===== src/rtl/tts_pkg.sv =====
`timescale 1ns / 1ps
// ----------------------------------------------------------------------------
// tts_pkg: shared types and constants of the touch tap / swipe classifier
// transfer payloads, configuration view, event and direction codes
// ----------------------------------------------------------------------------
package tts_pkg;

    localparam int COORD_W    = 16;
    localparam int COUNT_W    = 4;
    localparam int CFG_DATA_W = 16;
    localparam int CFG_IDX_W  = 2;
    localparam int THR_SQ_W   = 2 * CFG_DATA_W;

    // default coordinate storage width
    localparam int COORD_BITS_DEF = 16;

    // configuration register indexes
    localparam logic [CFG_IDX_W-1:0] REG_ROTATED   = 2'd0;
    localparam logic [CFG_IDX_W-1:0] REG_WIDTH     = 2'd1;
    localparam logic [CFG_IDX_W-1:0] REG_HEIGHT    = 2'd2;
    localparam logic [CFG_IDX_W-1:0] REG_MIN_DIST  = 2'd3;

    // register reset values
    localparam logic [CFG_DATA_W-1:0] RST_WIDTH    = 16'd480;
    localparam logic [CFG_DATA_W-1:0] RST_HEIGHT   = 16'd480;
    localparam logic [THR_SQ_W-1:0]   RST_THR_SQ   = 32'd2500;

    // event kinds
    localparam logic [1:0] EV_NONE  = 2'd0;
    localparam logic [1:0] EV_TAP   = 2'd1;
    localparam logic [1:0] EV_SWIPE = 2'd2;
    localparam logic [1:0] EV_BAD   = 2'd3;

    // swipe directions
    localparam logic [1:0] DIR_UP    = 2'd0;
    localparam logic [1:0] DIR_DOWN  = 2'd1;
    localparam logic [1:0] DIR_LEFT  = 2'd2;
    localparam logic [1:0] DIR_RIGHT = 2'd3;

    typedef struct packed {
        logic               buffer_ready;
        logic [COUNT_W-1:0] touch_count;
        logic [COORD_W-1:0] point_x;
        logic [COORD_W-1:0] point_y;
    } t_in_item;

    typedef struct packed {
        logic               clear_status;
        logic [1:0]         event_kind;
        logic [1:0]         swipe_dir;
        logic [COORD_W-1:0] event_x;
        logic [COORD_W-1:0] event_y;
    } t_out_item;

    typedef struct packed {
        logic                  rotated;
        logic [CFG_DATA_W-1:0] width;
        logic [CFG_DATA_W-1:0] height;
        logic [THR_SQ_W-1:0]   thr_sq;
    } t_cfg;

    // mirror a coordinate for a half-turn display, clamped at zero
    function automatic logic [COORD_W-1:0] mirror(
        input logic                  rot,
        input logic [COORD_W-1:0]    v,
        input logic [CFG_DATA_W-1:0] size
    );
        logic [COORD_W-1:0] res;
        if (!rot) begin
            res = v;
        end else if (size == '0 || v >= size) begin
            res = '0;
        end else begin
            res = size - v - 16'd1;
        end
        return res;
    endfunction

endpackage


===== src/rtl/tts_cfg.sv =====
`timescale 1ns / 1ps
// ----------------------------------------------------------------------------
// tts_cfg: configuration registers
// write-only register file, keeps the squared swipe threshold
// ----------------------------------------------------------------------------
module tts_cfg (
    input  logic                              i_clk,
    input  logic                              i_rst_n,
    input  logic                              i_we,
    input  logic [tts_pkg::CFG_IDX_W-1:0]     i_index,
    input  logic [tts_pkg::CFG_DATA_W-1:0]    i_data,
    output tts_pkg::t_cfg                     o_cfg
);

    tts_pkg::t_cfg r_cfg;

    always_ff @(posedge i_clk) begin
        if (!i_rst_n) begin
            r_cfg.rotated <= 1'b0;
            r_cfg.width   <= tts_pkg::RST_WIDTH;
            r_cfg.height  <= tts_pkg::RST_HEIGHT;
            r_cfg.thr_sq  <= tts_pkg::RST_THR_SQ;
        end else if (i_we) begin
            unique case (i_index)
                tts_pkg::REG_ROTATED:  r_cfg.rotated <= i_data[0];
                tts_pkg::REG_WIDTH:    r_cfg.width   <= i_data;
                tts_pkg::REG_HEIGHT:   r_cfg.height  <= i_data;
                tts_pkg::REG_MIN_DIST: r_cfg.thr_sq  <= tts_pkg::THR_SQ_W'(i_data)
                                                        * tts_pkg::THR_SQ_W'(i_data);
                default: ;
            endcase
        end
    end

    assign o_cfg = r_cfg;

endmodule


===== src/rtl/tts_gesture.sv =====
`timescale 1ns / 1ps
// ----------------------------------------------------------------------------
// tts_gesture: touch tracking and gesture classification
// keeps the start point and running travel, classifies on release
// ----------------------------------------------------------------------------
module tts_gesture #(
    parameter int COORD_BITS = tts_pkg::COORD_BITS_DEF
) (
    input  logic               i_clk,
    input  logic               i_rst_n,
    input  logic               i_advance,
    input  tts_pkg::t_in_item  i_item,
    input  tts_pkg::t_cfg      i_cfg,
    output tts_pkg::t_out_item o_res
);

    localparam int SQ_W  = 2 * COORD_BITS;
    localparam int CMP_W = tts_pkg::THR_SQ_W + 1;

    logic                  r_active;
    logic [COORD_BITS-1:0] r_start_x;
    logic [COORD_BITS-1:0] r_start_y;
    logic [COORD_BITS-1:0] r_adx;
    logic [COORD_BITS-1:0] r_ady;
    logic                  r_dx_pos;
    logic                  r_dy_pos;

    logic                  n_active;
    logic [COORD_BITS-1:0] n_start_x;
    logic [COORD_BITS-1:0] n_start_y;
    logic [COORD_BITS-1:0] n_adx;
    logic [COORD_BITS-1:0] n_ady;
    logic                  n_dx_pos;
    logic                  n_dy_pos;

    logic [COORD_BITS-1:0] px;
    logic [COORD_BITS-1:0] py;
    logic [COORD_BITS-1:0] ref_x;
    logic [COORD_BITS-1:0] ref_y;
    logic [SQ_W-1:0]       sq_x;
    logic [SQ_W-1:0]       sq_y;
    logic [SQ_W:0]         dist_sq;
    logic                  is_tap;
    logic [1:0]            dir;
    logic                  touching;
    logic                  release_ev;

    assign px = i_item.point_x[COORD_BITS-1:0];
    assign py = i_item.point_y[COORD_BITS-1:0];

    assign touching   = i_item.buffer_ready && (i_item.touch_count != '0);
    assign release_ev = i_item.buffer_ready && (i_item.touch_count == '0) && r_active;

    // first point of a touch becomes its own reference
    assign ref_x = r_active ? r_start_x : px;
    assign ref_y = r_active ? r_start_y : py;

    always_comb begin
        n_active  = r_active;
        n_start_x = r_start_x;
        n_start_y = r_start_y;
        n_adx     = r_adx;
        n_ady     = r_ady;
        n_dx_pos  = r_dx_pos;
        n_dy_pos  = r_dy_pos;
        if (touching) begin
            n_active  = 1'b1;
            n_start_x = ref_x;
            n_start_y = ref_y;
            n_dx_pos  = px > ref_x;
            n_dy_pos  = py > ref_y;
            n_adx     = (px >= ref_x) ? px - ref_x : ref_x - px;
            n_ady     = (py >= ref_y) ? py - ref_y : ref_y - py;
        end else if (release_ev) begin
            n_active = 1'b0;
            n_adx    = '0;
            n_ady    = '0;
            n_dx_pos = 1'b0;
            n_dy_pos = 1'b0;
        end
    end

    always_ff @(posedge i_clk) begin
        if (!i_rst_n) begin
            r_active  <= 1'b0;
            r_start_x <= '0;
            r_start_y <= '0;
            r_adx     <= '0;
            r_ady     <= '0;
            r_dx_pos  <= 1'b0;
            r_dy_pos  <= 1'b0;
        end else if (i_advance) begin
            r_active  <= n_active;
            r_start_x <= n_start_x;
            r_start_y <= n_start_y;
            r_adx     <= n_adx;
            r_ady     <= n_ady;
            r_dx_pos  <= n_dx_pos;
            r_dy_pos  <= n_dy_pos;
        end
    end

    // squared travel against squared threshold
    assign sq_x    = SQ_W'(r_adx) * SQ_W'(r_adx);
    assign sq_y    = SQ_W'(r_ady) * SQ_W'(r_ady);
    assign dist_sq = {1'b0, sq_x} + {1'b0, sq_y};
    assign is_tap  = CMP_W'(dist_sq) < {1'b0, i_cfg.thr_sq};

    always_comb begin
        if (r_adx > r_ady) begin
            dir = r_dx_pos ? tts_pkg::DIR_RIGHT : tts_pkg::DIR_LEFT;
        end else begin
            dir = r_dy_pos ? tts_pkg::DIR_DOWN : tts_pkg::DIR_UP;
        end
        // half turn swaps up/down and left/right
        dir[0] = dir[0] ^ i_cfg.rotated;
    end

    always_comb begin
        o_res              = '0;
        o_res.clear_status = i_item.buffer_ready;
        if (release_ev) begin
            o_res.event_kind = is_tap ? tts_pkg::EV_TAP : tts_pkg::EV_SWIPE;
            o_res.swipe_dir  = is_tap ? tts_pkg::DIR_UP : dir;
            o_res.event_x    = tts_pkg::mirror(i_cfg.rotated,
                                   tts_pkg::COORD_W'(r_start_x), i_cfg.width);
            o_res.event_y    = tts_pkg::mirror(i_cfg.rotated,
                                   tts_pkg::COORD_W'(r_start_y), i_cfg.height);
        end
    end

    // travel is cleared whenever no touch is in progress
    a_idle_no_travel: assert property (@(posedge i_clk) disable iff (!i_rst_n)
        !r_active |-> (r_adx == '0 && r_ady == '0 && !r_dx_pos && !r_dy_pos))
        else $error("travel left over without an active touch");

endmodule


===== src/rtl/touch_tap_swipe_classifier.sv =====
`timescale 1ns / 1ps
// ----------------------------------------------------------------------------
// touch_tap_swipe_classifier: tap / swipe detection from touch polls
// one poll in, one result out; classification on release of the touch
// ----------------------------------------------------------------------------
// usage
//   input channel: i_in_valid / o_in_stall / i_in_item, one poll per transfer
//   (buffer-ready flag, touch count, first point x and y)
//   output channel: o_out_valid / i_out_stall / o_out_item, exactly one
//   result per poll, in poll order (status clear, event kind, direction, point)
//   configuration: i_cfg_we / i_cfg_index / i_cfg_data, written while idle;
//   the threshold is squared as it is written
//   path: input register, then result register; the state update, the
//   squaring of the travel and the threshold compare lie between the two
//   throughput: one poll per cycle while the result is not stalled, as
//   all of that fits in the single step between the registers
//   stall: a stalled result holds; the input register still fills behind it,
//   and o_in_stall rises only when both registers are full
//   reset: synchronous, active low; clears both valid flags, the touch state
//   and sets the registers to no rotation, 480 x 480 and a 50 pixel threshold
// ----------------------------------------------------------------------------
module touch_tap_swipe_classifier #(
    parameter int COORD_BITS = tts_pkg::COORD_BITS_DEF
) (
    input  logic                           i_clk,
    input  logic                           i_rst_n,
    // poll channel
    input  logic                           i_in_valid,
    output logic                           o_in_stall,
    input  tts_pkg::t_in_item              i_in_item,
    // result channel
    output logic                           o_out_valid,
    input  logic                           i_out_stall,
    output tts_pkg::t_out_item             o_out_item,
    // configuration write port
    input  logic                           i_cfg_we,
    input  logic [tts_pkg::CFG_IDX_W-1:0]  i_cfg_index,
    input  logic [tts_pkg::CFG_DATA_W-1:0] i_cfg_data
);

    tts_pkg::t_cfg      cfg;
    tts_pkg::t_in_item  r_in;
    logic               r_in_valid;
    tts_pkg::t_out_item r_out;
    logic               r_out_valid;
    tts_pkg::t_out_item res;

    logic out_free;
    logic advance;
    logic in_xfer;

    // result register can take a new value when empty or being drained
    assign out_free   = !r_out_valid || !i_out_stall;
    assign advance    = r_in_valid && out_free;
    assign o_in_stall = r_in_valid && !out_free;
    assign in_xfer    = i_in_valid && !o_in_stall;

    tts_cfg u_cfg (
        .i_clk   (i_clk),
        .i_rst_n (i_rst_n),
        .i_we    (i_cfg_we),
        .i_index (i_cfg_index),
        .i_data  (i_cfg_data),
        .o_cfg   (cfg)
    );

    tts_gesture #(
        .COORD_BITS (COORD_BITS)
    ) u_gesture (
        .i_clk     (i_clk),
        .i_rst_n   (i_rst_n),
        .i_advance (advance),
        .i_item    (r_in),
        .i_cfg     (cfg),
        .o_res     (res)
    );

    // input register
    always_ff @(posedge i_clk) begin
        if (!i_rst_n) begin
            r_in_valid <= 1'b0;
        end else if (in_xfer) begin
            r_in_valid <= 1'b1;
        end else if (advance) begin
            r_in_valid <= 1'b0;
        end
    end

    always_ff @(posedge i_clk) begin
        if (in_xfer) begin
            r_in <= i_in_item;
        end
    end

    // result register
    always_ff @(posedge i_clk) begin
        if (!i_rst_n) begin
            r_out_valid <= 1'b0;
        end else if (advance) begin
            r_out_valid <= 1'b1;
        end else if (!i_out_stall) begin
            r_out_valid <= 1'b0;
        end
    end

    always_ff @(posedge i_clk) begin
        if (advance) begin
            r_out <= res;
        end
    end

    assign o_out_valid = r_out_valid;
    assign o_out_item  = r_out;

    // any event comes from a ready buffer, so it always asks for a clear
    a_event_clears: assert property (@(posedge i_clk) disable iff (!i_rst_n)
        (o_out_valid && o_out_item.event_kind != tts_pkg::EV_NONE)
            |-> o_out_item.clear_status)
        else $error("event reported without status clear");

    // direction is only meaningful on a swipe
    a_dir_swipe_only: assert property (@(posedge i_clk) disable iff (!i_rst_n)
        (o_out_valid && o_out_item.event_kind != tts_pkg::EV_SWIPE)
            |-> o_out_item.swipe_dir == tts_pkg::DIR_UP)
        else $error("direction set on a non-swipe result");

    // no event fields without an event
    a_no_event_zero: assert property (@(posedge i_clk) disable iff (!i_rst_n)
        (o_out_valid && o_out_item.event_kind == tts_pkg::EV_NONE)
            |-> (o_out_item.event_x == '0 && o_out_item.event_y == '0))
        else $error("point reported without an event");

    // the reserved kind code never appears
    a_kind_legal: assert property (@(posedge i_clk) disable iff (!i_rst_n)
        o_out_valid |-> o_out_item.event_kind != tts_pkg::EV_BAD)
        else $error("reserved event kind");

endmodule

===== config.mk =====
export PLATFORM = sky130hd
export DESIGN_NAME = touch_tap_swipe_classifier
export DESIGN_NICKNAME = d
export VERILOG_FILES = /design/src/rtl/tts_pkg.sv /design/src/rtl/tts_cfg.sv /design/src/rtl/tts_gesture.sv /design/src/rtl/touch_tap_swipe_classifier.sv
export SDC_FILE = /design/constraint.sdc
export NUM_CORES = 2
export LEC_CHECK = 0
export ABC_AREA = 0
export BUFFER_PORTS_ARGS = -buffer_cell sky130_fd_sc_hd__buf_4
export CAP_MARGIN = 10
export CORE_MARGIN = 2
export CORE_UTILIZATION = 51
export DETAILED_ROUTE_END_ITERATION = 7
export PLACE_DENSITY = 0.68
export RECOVER_POWER = 100
export REMOVE_ABC_BUFFERS = 1
export SYNTH_ARGS = -nofsm -noshare
export SYNTH_HDL_FRONTEND = slang
export SYNTH_SLANG_ARGS = --single-unit

===== constraint.sdc =====
create_clock -name i_clk -period 10.2 [get_ports i_clk]
set_input_delay 0.51 -clock i_clk [delete_from_list [all_inputs] [get_ports i_clk]]
set_output_delay 0.51 -clock i_clk [all_outputs]
set_load 0.01 [all_outputs]

==> flow_metrics.py <==
metrics = {
    "clock_network": {
        "post_cts_buffers": 0,
        "ctsRootBufferMaster": "clkbuf_16",
        "h-tree-depth": 1,
        "cts_resized": 0,
        "cts.clk_slew.worst_paths_ns": 0.07,
        "clock_path_buffers": 3,
        "postCtsHoldBufs": 0,
        "tritoncts": "yes",
        "cts.sinks": 207,
        "cts_made_buffers": 26,
        "insertion_delay_ns": 0.58,
    },
    "floorplanning": {
        "start_util_pct": 51.4,
        "dieWidth_um": 269,
        "core.rowCount": 97,
        "dieArea_mm2": 0.0725,
        "die_h_um": 269,
        "coreArea_mm2": 0.0698,
        "io_pins": 99,
    },
    "logic_synthesis": {
        "synthTopCellsByArea": "fa_1 (31%), ha_1 (16%), inv_1 (9.7%), dfxtp_1 (7.4%), edfxtp_1 (6.2%)",
        "async_reset_ff_share_pct": 0,
        "syn_area_mm2": 0.0359,
        "yosysTopAreaCell": "fa_1",
        "synth-main-ff-cell": "dfxtp_1",
        "synth-edff-count": 74,
        "yosysUniqueCellTypes": 83,
        "syn_inst": 3977,
        "syn_avg_cell_area_um2": 9.02,
        "yosys_warnings": 0,
        "ys_seq_elements": 207,
        "synth_top_area_share_pct": 31.1,
        "seq_area_frac_synth_pct": 13.6,
    },
    "setup_path": {
        "critPathKind": "flip-flop to flip-flop",
        "slowest_stage": "dfxtp_1",
        "crit_required_ns": 10.53,
        "critical_path.top_delay_family": "adder cells",
        "cp_num_buf_inv": 2,
        "slowest_delay_ns": 0.90,
        "start_kind": "flip-flop",
        "endpoint_kind": "flip-flop",
        "worst_ep_arrival_time_ns": 9.90,
        "worst-path-max-fanout": 11,
        "cpMostUsedCell": "fa_1",
    },
    "global_routing": {
        "track_usage_pct": 25.7,
        "grt_max_degree": 92,
        "antenna_found_initial": 0,
        "overflow": 0,
        "grt_pass1_wl_mm": 150,
        "grt_pass1_vias": 27806,
    },
    "timing": {
        "tns_ns": 0,
        "maxSlewViolCount": 223,
        "grt_setup_unrepaired": "no",
        "fmax_mhz": 104,
        "slew_headroom_pct": -160,
        "period_needed_ns": 9.57,
        "finalHoldViolations": 0,
        "skew_ns": 0.0193,
        "period_share_pct": 93.8,
        "setup_violations": 0,
        "max_slew.worst_pin.slew_ns": 3.90,
        "holdWs_ns": 0.127,
    },
    "placed_design": {
        "dp.cells": 4917,
        "dp_hpwl_mm": 75.1,
        "place_area_mm2": 0.0375,
        "place_congestion": 0.930,
        "portBuffers": 98,
    },
    "route": {
        "first_pass_iters": 5,
        "wl_mm": 90.8,
        "postRouteAntennaNets": 0,
        "drt_iter0_drc": 1609,
        "vias_per_cell": 5.35,
        "wl_per_cell_um": 18.3,
        "route.detailed.drc": 0,
        "vias": 26568,
    },
    "power": {
        "pwr_density_cell_mw_per_mm2": 158,
        "cellLeakagePower_uw": 0.0202,
        "total_power_uw": 6000,
        "peakVddDrop_mv": 0.364,
    },
    "run_status": {
        "status": "finished, violations left",
        "violations": "capacitance limit, slew limit",
    },
    "cells_and_area": {
        "final_area_mm2": 0.0381,
        "area_growth_pct": 6.19,
        "finalNonFillerCells": 4966,
        "layout-drive-gt1-share_pct": 3.70,
        "finalNetCount": 5088,
    },
    "worst_hold_path": {
        "worst_hold_path_type": "primary input to flip-flop",
    },
    "job": {
        "max_cap_violations": 4,
    },
}
[power by group]
| group | switching (µW) | internal (µW) |
|---|---|---|
| registers | 66.2 | 917 |
| clock network | 393 | 513 |
| logic | 2450 | 1660 |
[sequential cells by signal, summed over array words and instances (netlist names)]
name                 flops
o_out_item              37
u_gesture.r_dy_pos       1
u_gesture.r_dx_pos       1
u_gesture.r_active       1
u_gesture.r_adx         16
u_gesture.r_start_x     16
r_in_valid               1
u_cfg.o_cfg             64
r_in                    37
o_out_valid              1
u_gesture.r_ady         16
u_gesture.r_start_y     16
[synthesized netlist by cell type, drive strengths merged (21+ instances only)]
cell type	count
inv	928
fa	558
ha	465
nand2	371
nor2	194
and2	140
a21oi	133
dfxtp	133
o21ai	123
clkbuf	112
edfxtp	74
xnor2	73
a21o	70
mux2i	46
xor2	42
a21boi	39
nand3	36
o211a	36
nor2b	35
o211ai	29
nor3	24
buf	21
nand4	21
[cell usage in the layout (no fill, tap or decap), drive strengths merged, types with 36 or more instances in the layout]
| master | synthesis | routed |
|---|---|---|
| fa | 558 | 558 |
| ha | 465 | 465 |
| nand3 | 36 | 36 |
| a21o | 70 | 70 |
| o211a | 36 | 36 |
| a21boi | 39 | 39 |
| edfxtp | 74 | 74 |
| dfxtp | 133 | 133 |
| o21ai | 123 | 123 |
| nor2 | 194 | 194 |
| inv | 928 | 931 |
| clkbuf | 112 | 122 |
| mux2i | 46 | 46 |
| xnor2 | 73 | 73 |
| nand2 | 371 | 371 |
| buf | 21 | 50 |
| xor2 | 42 | 42 |
| a21oi | 133 | 133 |
| and2 | 140 | 140 |
[metal layers]
metal	global-route usage, %	vias to the layer above	part of all wire [%]	wire length, µm
li1	-	12588	-	-
met5	0	-	0	0
met1	35.4	13180	45	40700
met3	2.59	160	4.8	4340
met2	42.3	640	46	42000
met4	9.17	0	4.1	3690
[per-stage QoR]
step | setup WS [ns] | util [%]
detailed placement | 0.795 | 53.8
global placement | 0.826 | 53.8
CTS | 0.749 | 55.0
finish | 0.629 | 54.6
floorplan | 1.70 | -
global route | 0.115 | 54.6
[path summary, 6_finish.rpt]
path                                        start                           end  slack [ns]  cells past startpoint
setup / recovery  u_gesture.r_ady[2]$_SDFFE_PN0P_  o_out_item[32]$_SDFFCE_PP0P_        0.63                     30
hold / removal                      i_in_item[13]            r_in[13]$_DFFE_PP_        0.13                      1
setup reg to reg  u_gesture.r_ady[2]$_SDFFE_PN0P_  o_out_item[32]$_SDFFCE_PP0P_        0.63                     30
hold reg to reg       u_cfg.o_cfg[4]$_SDFFE_PN0P_   u_cfg.o_cfg[4]$_SDFFE_PN0P_        0.47                      2
[worst reg2reg max path: cells and delay by family (launching register included)]
kind | cells | cell delay [ns]
AND/OR/NAND/NOR | 6 | 1.10
adder cells (fa/ha/maj) | 10 | 4.32
buffers and inverters | 2 | 0.39
XOR/XNOR | 2 | 0.32
flip-flops | 1 | 0.90
AO/OA/AOI/OAI | 10 | 2.31
[cell type report]
cell class,count,area [µm²]
Sequential cell,207,4890
Fill cell,6521,31700
Timing Repair Buffer,133,766
Inverter,932,3500
Antenna cell,1,2.50
Clock buffer,39,749
Multi-Input combinational cell,2705,26900
Clock inverter,9,86.3
Tap cell,940,1180
[kinds of logic after synthesis]
kind of cell	share of synthesized area [%]
adders and majority gates	47.4
and+or+nand+nor	11.9
muxes	1.59
DFF	13.6
AOI/OAI and AO/OA	11.4
buffers and inverters	11.3
xor gates and xnor gates	2.81
(Power assumes the default switching activity.)
